## src/hw/rtl/rse_pkg.sv

```systemverilog
// Shared types, codes and defaults for the RPN stack evaluator.
package rse_pkg;

    localparam int STACK_DEPTH_DEF   = 128;
    localparam int VALUE_WIDTH_DEF   = 48;
    localparam int FRACTION_BITS_DEF = 16;

    localparam int MODE_W   = 2;
    localparam int OP_W     = 2;
    localparam int STATUS_W = 3;
    localparam int DEPTH_W  = 8;

    // Item modes
    localparam logic [MODE_W-1:0] MODE_PUSH = 2'd0;
    localparam logic [MODE_W-1:0] MODE_OPER = 2'd1;
    localparam logic [MODE_W-1:0] MODE_END  = 2'd2;

    // Operator codes
    localparam logic [OP_W-1:0] OP_ADD = 2'd0;
    localparam logic [OP_W-1:0] OP_SUB = 2'd1;
    localparam logic [OP_W-1:0] OP_MUL = 2'd2;
    localparam logic [OP_W-1:0] OP_DIV = 2'd3;

    // Status codes
    localparam logic [STATUS_W-1:0] ST_OK        = 3'd0;
    localparam logic [STATUS_W-1:0] ST_FULL      = 3'd1;
    localparam logic [STATUS_W-1:0] ST_FEW       = 3'd2;
    localparam logic [STATUS_W-1:0] ST_DIVZERO   = 3'd3;
    localparam logic [STATUS_W-1:0] ST_MALFORMED = 3'd4;

    typedef enum logic [1:0] {
        CELL_HOLD,
        CELL_PUSH,
        CELL_POP
    } t_cell_cmd;

    typedef enum logic [1:0] {
        STK_HOLD,
        STK_PUSH,
        STK_REPLACE
    } t_stack_op;

    typedef enum logic [1:0] {
        S_IDLE,
        S_ALU,
        S_DONE
    } t_state;

    typedef enum logic [2:0] {
        A_IDLE,
        A_ADD,
        A_MUL,
        A_DIV,
        A_SAT,
        A_FIN
    } t_alu_state;

    typedef struct packed {
        logic            start;
        logic [OP_W-1:0] op;
    } t_alu_req;

endpackage

```

## src/hw/rtl/rse_alu.sv

```systemverilog
// Sign-magnitude fixed-point ALU: add/sub, shift-add multiply, restoring divide.
module rse_alu #(
    parameter int VALUE_WIDTH   = rse_pkg::VALUE_WIDTH_DEF,
    parameter int FRACTION_BITS = rse_pkg::FRACTION_BITS_DEF
) (
    input  logic                   i_clk,
    input  logic                   i_rst_n,
    input  rse_pkg::t_alu_req      i_req,
    input  logic [VALUE_WIDTH-1:0] i_a,
    input  logic [VALUE_WIDTH-1:0] i_b,
    output logic                   o_done,
    output logic [VALUE_WIDTH-1:0] o_result
);

    localparam int W    = VALUE_WIDTH;
    localparam int F    = FRACTION_BITS;
    localparam int QW   = W + F;          // quotient bits
    localparam int XW   = 2 * W + F;      // wide magnitude
    localparam int CNTW = $clog2(QW + 1);
    localparam logic [XW-1:0] LIMIT = XW'(1) << (W - 1);

    // saturate a sign and wide magnitude into a W-bit pattern
    function automatic logic [W-1:0] sat(input logic neg, input logic [XW-1:0] mag);
        logic [W-1:0] res;
        if (neg) begin
            res = (mag > LIMIT) ? {1'b1, {(W-1){1'b0}}} : W'(~mag + XW'(1));
        end else begin
            res = (mag > LIMIT - XW'(1)) ? {1'b0, {(W-1){1'b1}}} : mag[W-1:0];
        end
        return res;
    endfunction

    rse_pkg::t_alu_state r_state, n_state;

    logic            r_na, n_na, r_nb, n_nb;
    logic [W-1:0]    r_ma, n_ma, r_mb, n_mb;
    logic [1:0]      r_op, n_op;
    logic [XW-1:0]   r_acc, n_acc;
    logic [W:0]      r_rem, n_rem;
    logic [CNTW-1:0] r_cnt, n_cnt;
    logic [W-1:0]    r_result, n_result;

    // next state
    always_comb begin
        n_state = r_state;
        case (r_state)
            rse_pkg::A_IDLE: begin
                if (i_req.start) begin
                    case (i_req.op)
                        rse_pkg::OP_MUL: n_state = rse_pkg::A_MUL;
                        rse_pkg::OP_DIV: n_state = rse_pkg::A_DIV;
                        default:         n_state = rse_pkg::A_ADD;
                    endcase
                end
            end
            rse_pkg::A_ADD: n_state = rse_pkg::A_FIN;
            rse_pkg::A_MUL, rse_pkg::A_DIV: begin
                if (r_cnt == CNTW'(1)) n_state = rse_pkg::A_SAT;
            end
            rse_pkg::A_SAT: n_state = rse_pkg::A_FIN;
            rse_pkg::A_FIN: n_state = rse_pkg::A_IDLE;
            default:        n_state = rse_pkg::A_IDLE;
        endcase
    end

    // datapath
    always_comb begin
        logic [W:0]    sum;
        logic          sgn;
        logic [W:0]    rem_sh;
        logic          ge;
        logic [XW-1:0] wide;

        n_na     = r_na;
        n_nb     = r_nb;
        n_ma     = r_ma;
        n_mb     = r_mb;
        n_op     = r_op;
        n_acc    = r_acc;
        n_rem    = r_rem;
        n_cnt    = r_cnt;
        n_result = r_result;
        sum      = '0;
        sgn      = 1'b0;
        rem_sh   = {r_rem[W-1:0], r_acc[QW-1]};
        ge       = rem_sh >= {1'b0, r_mb};
        wide     = '0;

        case (r_state)
            rse_pkg::A_IDLE: begin
                if (i_req.start) begin
                    n_op  = i_req.op;
                    n_na  = i_a[W-1];
                    n_ma  = i_a[W-1] ? (~i_a + W'(1)) : i_a;
                    n_mb  = i_b[W-1] ? (~i_b + W'(1)) : i_b;
                    // subtract flips the sign of a nonzero b
                    n_nb  = (i_req.op == rse_pkg::OP_SUB) ? ((|i_b) & ~i_b[W-1])
                                                          : i_b[W-1];
                    n_rem = '0;
                    if (i_req.op == rse_pkg::OP_DIV) begin
                        n_acc = XW'(n_ma) << F;
                        n_cnt = CNTW'(QW);
                    end else begin
                        n_acc = '0;
                        n_cnt = CNTW'(W);
                    end
                end
            end
            rse_pkg::A_ADD: begin
                if (r_na == r_nb) begin
                    sum = {1'b0, r_ma} + {1'b0, r_mb};
                    sgn = r_na;
                end else if (r_ma >= r_mb) begin
                    sum = {1'b0, r_ma - r_mb};
                    sgn = r_na;
                end else begin
                    sum = {1'b0, r_mb - r_ma};
                    sgn = r_nb;
                end
                n_result = sat(sgn, XW'(sum));
            end
            rse_pkg::A_MUL: begin
                n_acc = (r_acc << 1) + (r_mb[W-1] ? XW'(r_ma) : '0);
                n_mb  = r_mb << 1;
                n_cnt = r_cnt - CNTW'(1);
            end
            rse_pkg::A_DIV: begin
                n_rem = ge ? (rem_sh - {1'b0, r_mb}) : rem_sh;
                n_acc = {r_acc[XW-2:0], ge};
                n_cnt = r_cnt - CNTW'(1);
            end
            rse_pkg::A_SAT: begin
                wide     = (r_op == rse_pkg::OP_MUL) ? (r_acc >> F) : XW'(r_acc[QW-1:0]);
                n_result = sat(r_na ^ r_nb, wide);
            end
            default: begin
            end
        endcase
    end

    always_ff @(posedge i_clk) begin
        if (!i_rst_n) begin
            r_state <= rse_pkg::A_IDLE;
        end else begin
            r_state <= n_state;
        end
    end

    always_ff @(posedge i_clk) begin
        r_na     <= n_na;
        r_nb     <= n_nb;
        r_ma     <= n_ma;
        r_mb     <= n_mb;
        r_op     <= n_op;
        r_acc    <= n_acc;
        r_rem    <= n_rem;
        r_cnt    <= n_cnt;
        r_result <= n_result;
    end

    assign o_done   = (r_state == rse_pkg::A_FIN);
    assign o_result = r_result;

endmodule

```

## config.mk

```make
export PLATFORM = sky130hd
export DESIGN_NAME = rse_alu
export DESIGN_NICKNAME = d
export VERILOG_FILES = /design/src/hw/rtl/rse_pkg.sv /design/src/hw/rtl/rse_alu.sv
export SDC_FILE = /design/constraint.sdc
export NUM_CORES = 1
export LEC_CHECK = 0
export BUFFER_PORTS_ARGS = -buffer_cell sky130_fd_sc_hd__buf_2
export CELL_PAD_IN_SITES_DETAIL_PLACEMENT = 1
export CELL_PAD_IN_SITES_GLOBAL_PLACEMENT = 1
export CORE_MARGIN = 2
export CORE_UTILIZATION = 44
export CTS_CLUSTER_SIZE = 14
export DETAILED_ROUTE_END_ITERATION = 16
export PLACE_DENSITY_LB_ADDON = 0.12
export SYNTH_ARGS = -nofsm -noshare
export SYNTH_HDL_FRONTEND = slang
export SYNTH_SLANG_ARGS = --single-unit
```

## constraint.sdc

```tcl
create_clock -name i_clk -period 5.77 [get_ports i_clk]
set_input_delay 0.2885 -clock i_clk [delete_from_list [all_inputs] [get_ports i_clk]]
set_output_delay 0.2885 -clock i_clk [all_outputs]
set_load 0.05 [all_outputs]
```

==> Word-level counts from Yosys, hierarchy flattened <==
Cells that the tools add are included.
{ "totals": {"ff_bits": 318, "in_bits": 101, "output_inout_bits": 49, "wordCells": 94} }
{ "op_classes": {"bitwise": 7, "muxes": 33, "n_eq_ne": 13, "order_cmp": 6, "add_sub_neg": 10, "reduce_logical": 15} }
{ "op_table": {"columns": ["cell", "count"], "rows": [
  ["$mux 48", 13],
  ["$pmux 112 s3", 1],
  ["$pmux 48 s2", 3],
  ["$add 48x1->48 const B", 4],
  ["$not 48->48", 4],
  ["$sub 48x48->48", 3],
  ["$add 112x48->112", 1],
  ["$mux 112", 1],
  ["$mux 49", 2],
  ["$gt 96x47->1 const B", 1],
  ["$gt 96x48->1 const B", 1],
  ["$mux 96", 1],
  ["$mux 64", 1],
  ["$add 48x48->49", 1],
  ["$ge 49x48->1", 1],
  ["$gt 49x47->1 const B", 1],
  ["$gt 49x48->1 const B", 1],
  ["$ge 48x48->1", 1],
  ["$reduce_or 48->1", 1],
  ["$mux 7", 2],
  ["$pmux 7 s2", 1],
  ["$reduce_and 2->1", 6],
  ["$pmux 3 s3", 1],
  ["$reduce_bool 2->1", 4],
  ["other kinds (19)", 28]
]} }

==> Longest topological paths before layout <==
{ "logic_depth": {"ltp_word": 9, "ltp_mapped": 26, "ltp_nobuf": 21} }

==> Worst setup path before layout <==
Ideal clock, no wire load.
{ "synth_path": {"path_kind": "register to register", "startpoint": "register r_op[1]", "endpoint": "register r_result[6], in the netlist o_result[6] (data pin)", "stages_incl_launch_ff": 25, "path_buffers": 8, "required_ns": 5.613, "arrival_ns": 5.798, "synth_period_minus_slack_ns": 5.955, "setup_time_ns": 0.157, "slack_ns": -0.185, "path_cell_list": "edfxtp_1 > nand2b_1 > clkbuf_1 > clkbuf_1 > buf_1 > buf_1 > clkbuf_1 > clkbuf_1 > mux2i_1 > ha_1 > nor3b_1 > and4_1 > clkbuf_1 > nand2_1 > nor4b_1 > nand2_1 > nor2_1 > a21oi_1 > or2_2 > nor2_1 > clkbuf_1 > nand2_1 > nand2_1 > o21ai_0 > a32oi_1"} }
{ "synth_between": {"elab_chain_cells": 7, "elab_cells_between_ends": 10, "cone_classes": "1 x add/sub; 2 x order compare; 1 x eq/ne; 5 x mux; 1 x bitwise"} }
{ "synth_lines": {"columns": ["item", "line", "text"], "rows": [
  ["start, declared", "rse_alu.sv:37", "logic [1:0] r_op, n_op;"],
  ["start signal, assigned", "rse_alu.sv:154", "r_op <= n_op;"],
  ["$eq 2x2->1 *", "rse_alu.sv:133", "wide = (r_op == rse_pkg::OP_MUL) ? (r_acc >> F) : XW'(r_acc[QW-1:0]);"],
  ["$mux 96 *", "rse_alu.sv:133", null],
  ["branches (longest 3 deep; another with $gt 96x47->1)", null, null],
  ["$mux 48 *", "rse_alu.sv:25", "if (neg) begin"],
  ["$pmux 48 s2 *", "rse_alu.sv:89", "case (r_state)"],
  ["net n_result[6]", "rse_alu.sv:41", "logic [W-1:0] r_result, n_result;"],
  ["end signal, assigned", "rse_alu.sv:158", "r_result <= n_result;"],
  ["end, declared", "rse_alu.sv:41", null]
]} }
Mark *: on every way through the listed nets, which the timed path passes.
A chain may end at the register's enable or synchronous reset.

==> Worst setup path after layout <==
{ "layout_path": {"startpoint": "register r_ma[27]", "endpoint": "register r_result[6], in the netlist o_result[6] (data pin)"} }
{ "layout_between": {"elab_chain_cells": 9, "elab_cells_between_ends": 18, "cone_classes": "4 x add/sub; 3 x order compare; 10 x mux; 1 x bitwise"} }
{ "layout_lines": {"columns": ["item", "line", "text"], "rows": [
  ["start, declared", "rse_alu.sv:36", "logic [W-1:0] r_ma, n_ma, r_mb, n_mb;"],
  ["start signal, assigned", "rse_alu.sv:152", "r_ma <= n_ma;"],
  ["$ge 48x48->1", "rse_alu.sv:113", "end else if (r_ma >= r_mb) begin"],
  ["$mux 48", "rse_alu.sv:113", null],
  ["$mux 49", "rse_alu.sv:110", "if (r_na == r_nb) begin"],
  ["$mux 49", "rse_alu.sv:89", null],
  ["$not 48->48", "rse_alu.sv:26", "res = (mag > LIMIT) ? {1'b1, {(W-1){1'b0}}} : W'(~mag + XW'(1));"],
  ["$add 48x1->48", "rse_alu.sv:26", null],
  ["$mux 48", "rse_alu.sv:26", null],
  ["$mux 48 *", "rse_alu.sv:25", null],
  ["$pmux 48 s2 *", "rse_alu.sv:89", null],
  ["net n_result[6]", "rse_alu.sv:41", null]
]} }
Mark *: on every way through the listed nets, which the timed path passes. The rest lies on a longest branch. The select of a mux whose other input is x is not followed.

==> qor.yml <==
run_status:
  status: "finished, violations left"
  violations: "setup timing"
setup_path:
  cpPeakStageDelay_ps: 610
  critPathTopFamily: "simple AND/OR/NAND/NOR gates"
  crit_type: "register to register"
  crit_path_end_kind: "register"
  critPathBufInv: 5
  slowest_stage: "or4_4"
  cp_cell_sequence: "inv_1 > ha_1 > nand4_1 > buf_4 > or2_1 > a2bb2oi_2 > a21oi_4 > o41a_1 > buf_6 > buf_4 > o21ai_0 > a31oi_1 > xnor2_1 > or4_4 > or4_4 > nor3_4 > a41o_4 > and2_4 > buf_8 > nand3b_1 > a32oi_1"
  crit_path_max_fanout: 8
  start_kind: "register"
  crit_arrival_ps: 6210
  cp.required_ps: 6210
  r2r_setup_slack_ps: -2
timing:
  setup_ws_ps: -1.74
  slew_headroom_pct: 20.8
  fin_crit_ps: 5770
  drv_slew: 0
  final.setup.tns_ps: -1.74
  fin_crit_sh_pct: 100
  finalHoldWorstSlack_ps: 24.1
  worst_pin_slew_ps: 1180
  hold_viol: 0
  fmax_mhz: 173
  setup_viol: 1
  finClkSkew_ps: 24.2
place:
  place_congestion: 1.04
  portBuffers: 149
  dpl-instance-area_um2: 38600
  placed_cells: 5680
  dp_worst_setup_slack_ps: -72.9
  hpwl_mm: 132
route:
  first_pass_iters: 5
  drt_iter0_drc: 3655
  num_vias: 37400
  finalWirelength_mm: 165
  detail-route-antenna-nets: 0
  drc: 0
  wl_per_cell_um: 28.5
  vias_per_cell: 6.46
finish:
  final_area_um2: 40600
  multi_input_area_um2: 23200
  fin_cells: 5787
  fillers: 9405
  num-nets-final: 5079
  drive_gt1_share_pct: 16.8
  regArea_um2: 9520
  area_growth_syn_to_layout_pct: 19.5
clock_tree:
  clk-insertion-delay-late_ps: 620
  root_buffer: "clkbuf_16"
  path_clk_slew_ps: 60
  clock_sinks: 318
  cts_buffer_depth: 3
  htreeDepth: 2
  tritoncts: "built"
  cts_buffers: 42
logic_synthesis:
  ys_top_cells_by_count: "nor2_1, nand2_1, a21oi_1"
  muxShareOfSynthArea_pct: 1.66
  ys_warn_count: 0
  ys_ff_latch: 318
  synth_fp_nets: 4669
  yosysMostFrequentCell: "nor2_1"
  yosysTopAreaCell: "edfxtp_1"
  ys_seq_area_share_pct: 28.1
  synth_compound_area_share_pct: 26.3
  syn_inst: 4312
  synth_ff_type: "edfxtp_1"
  synth_xor_area_share_pct: 6.92
  yosys.area_share.simple_pct: 22.5
  netlist.area_leader.share_pct: 27.9
  synth_edf_count: 315
  netlist-cell-type-count: 92
  avgSynthCellArea_um2: 7.87
  synth-async-reset-ratio_pct: 0
  synthTopCellsByArea: "edfxtp_1, ha_1, a21oi_1, nor2_1, o21ai_0"
  synth_top_family_by_area: "compound AO/OA/AOI/OAI gates"
  synthAdderAreaFrac_pct: 9.55
  syn_area_um2: 33900
floorplan:
  die_h_um: 282
  start_util_pct: 44.5
  core_um2: 76200
  die_w_um: 282
  rows: 101
  fp.dieArea_um2: 79400
  ios: 150
global_routing:
  grt_first_pass_wirelength_mm: 239
  grt_overflow: 0
  grt_pass1_vias: 36200
  grt_max_degree: 92
  grtUsageTotal_pct: 40.2
  antenna_found_initial: 9
pwr:
  leakagePower_nw: 16.5
  powerDensity_nw_per_um2: 441
  ir_drop_uv: 273
job:
  drv_cap: 0
worst_hold_path:
  hold_class: "input port to register"
[cell usage in the layout, fill, tap and decap left out, types with 13 or more instances in the layout]
| cell type | instances |
|---|---|
| nand2_1 | 382 |
| o41ai_1 | 17 |
| nand3b_1 | 16 |
| a21oi_1 | 376 |
| nor2_1 | 458 |
| o21ai_0 | 320 |
| clkbuf_16 | 43 |
| nor2b_1 | 45 |
| o21bai_1 | 45 |
| a22oi_1 | 30 |
| or4_1 | 34 |
| buf_4 | 431 |
| nor4_1 | 55 |
| a211o_1 | 17 |
| buf_2 | 150 |
| a311oi_1 | 21 |
| nor3_1 | 112 |
| xnor2_1 | 146 |
| o21a_1 | 35 |
| nand3_1 | 131 |
| or3_1 | 50 |
| o211ai_1 | 33 |
| o31a_1 | 16 |
| a21o_1 | 121 |
| nand2b_1 | 43 |
| xor2_1 | 119 |
| inv_1 | 196 |
| and3_1 | 45 |
| or2_2 | 26 |
| edfxtp_1 | 315 |
| mux2i_1 | 52 |
| ha_1 | 243 |
| o31ai_1 | 57 |
| and2_1 | 23 |
| a31oi_1 | 75 |
| buf_12 | 15 |
| a211oi_1 | 44 |
| nand4_1 | 78 |
| clkinv_1 | 13 |
[area by class of cell]
class | count | share of cell area [%]
diodes | 2 | 0.0123
clock buffers | 48 | 2.65
clock inverters | 29 | 0.713
inverters | 201 | 1.87
multi-input cells | 3553 | 57.2
flip-flops and latches | 318 | 23.5
well taps | 1030 | 3.18
repair buffers | 606 | 10.9
[what timing repair did]
action,CTS,global route
resized for setup,6,85
setup endpoints to repair,30,49
hold buffers,2,0
buffers inserted,0,24
cloned,0,3
endpoints found under the hold margin,3,0
pin swaps,0,31
[state kept, by name (all words and copies together), names as in the netlist]
name and cells:
o_result 48, r_acc 112, r_cnt 7, r_ma 48, r_mb 48, r_na 1
r_nb 1, r_op 2, r_rem 48, r_state 3
[stage by stage]
stage | power (mW) | utilization [%]
after global routing | 18.6 | 53.2
final | 17.9 | 53.2
after detailed placement | 14.4 | 50.6
after CTS | 17.3 | 52.4
after global placement | 14.3 | 50.6
after floorplan | 9.77 | -
[routing by layer]
layer / up-vias / routed length, µm / track usage, %
li1: 16800 / - / -
met2: 1606 / 71100 / 61.9
met4: 12 / 11200 / 23.0
met3: 422 / 14000 / 7.01
met5: - / 87 / 0
met1: 18500 / 68200 / 53.1
[final timing paths]
path,start,to,cells after the start
worst max-delay path,r_ma[27],o_result[6],21
worst min register to register,r_rem[44],r_rem[45],2
worst max register to register,r_ma[27],o_result[6],21
worst min-delay path,i_a[34],r_ma[34],2
[power breakdown]
| part | internal (mW) | switching [mW] |
|---|---|---|
| logic | 4.07 | 7.18 |
| registers | 3.31 | 0.576 |
| clock network | 1.53 | 1.22 |
[cells by family (layout without fill, tap and decap cells)]
family	after synthesis	after routing
AOI/OAI and AO/OA	1393	1393
xor gates and xnor gates	268	268
adders and majority gates	256	256
buffers and inverters	442	884
DFF	318	318
muxes	56	56
other	0	2
and+or+nand+nor	1579	1580
No activity file was read; power rests on OpenSTA's default activity.
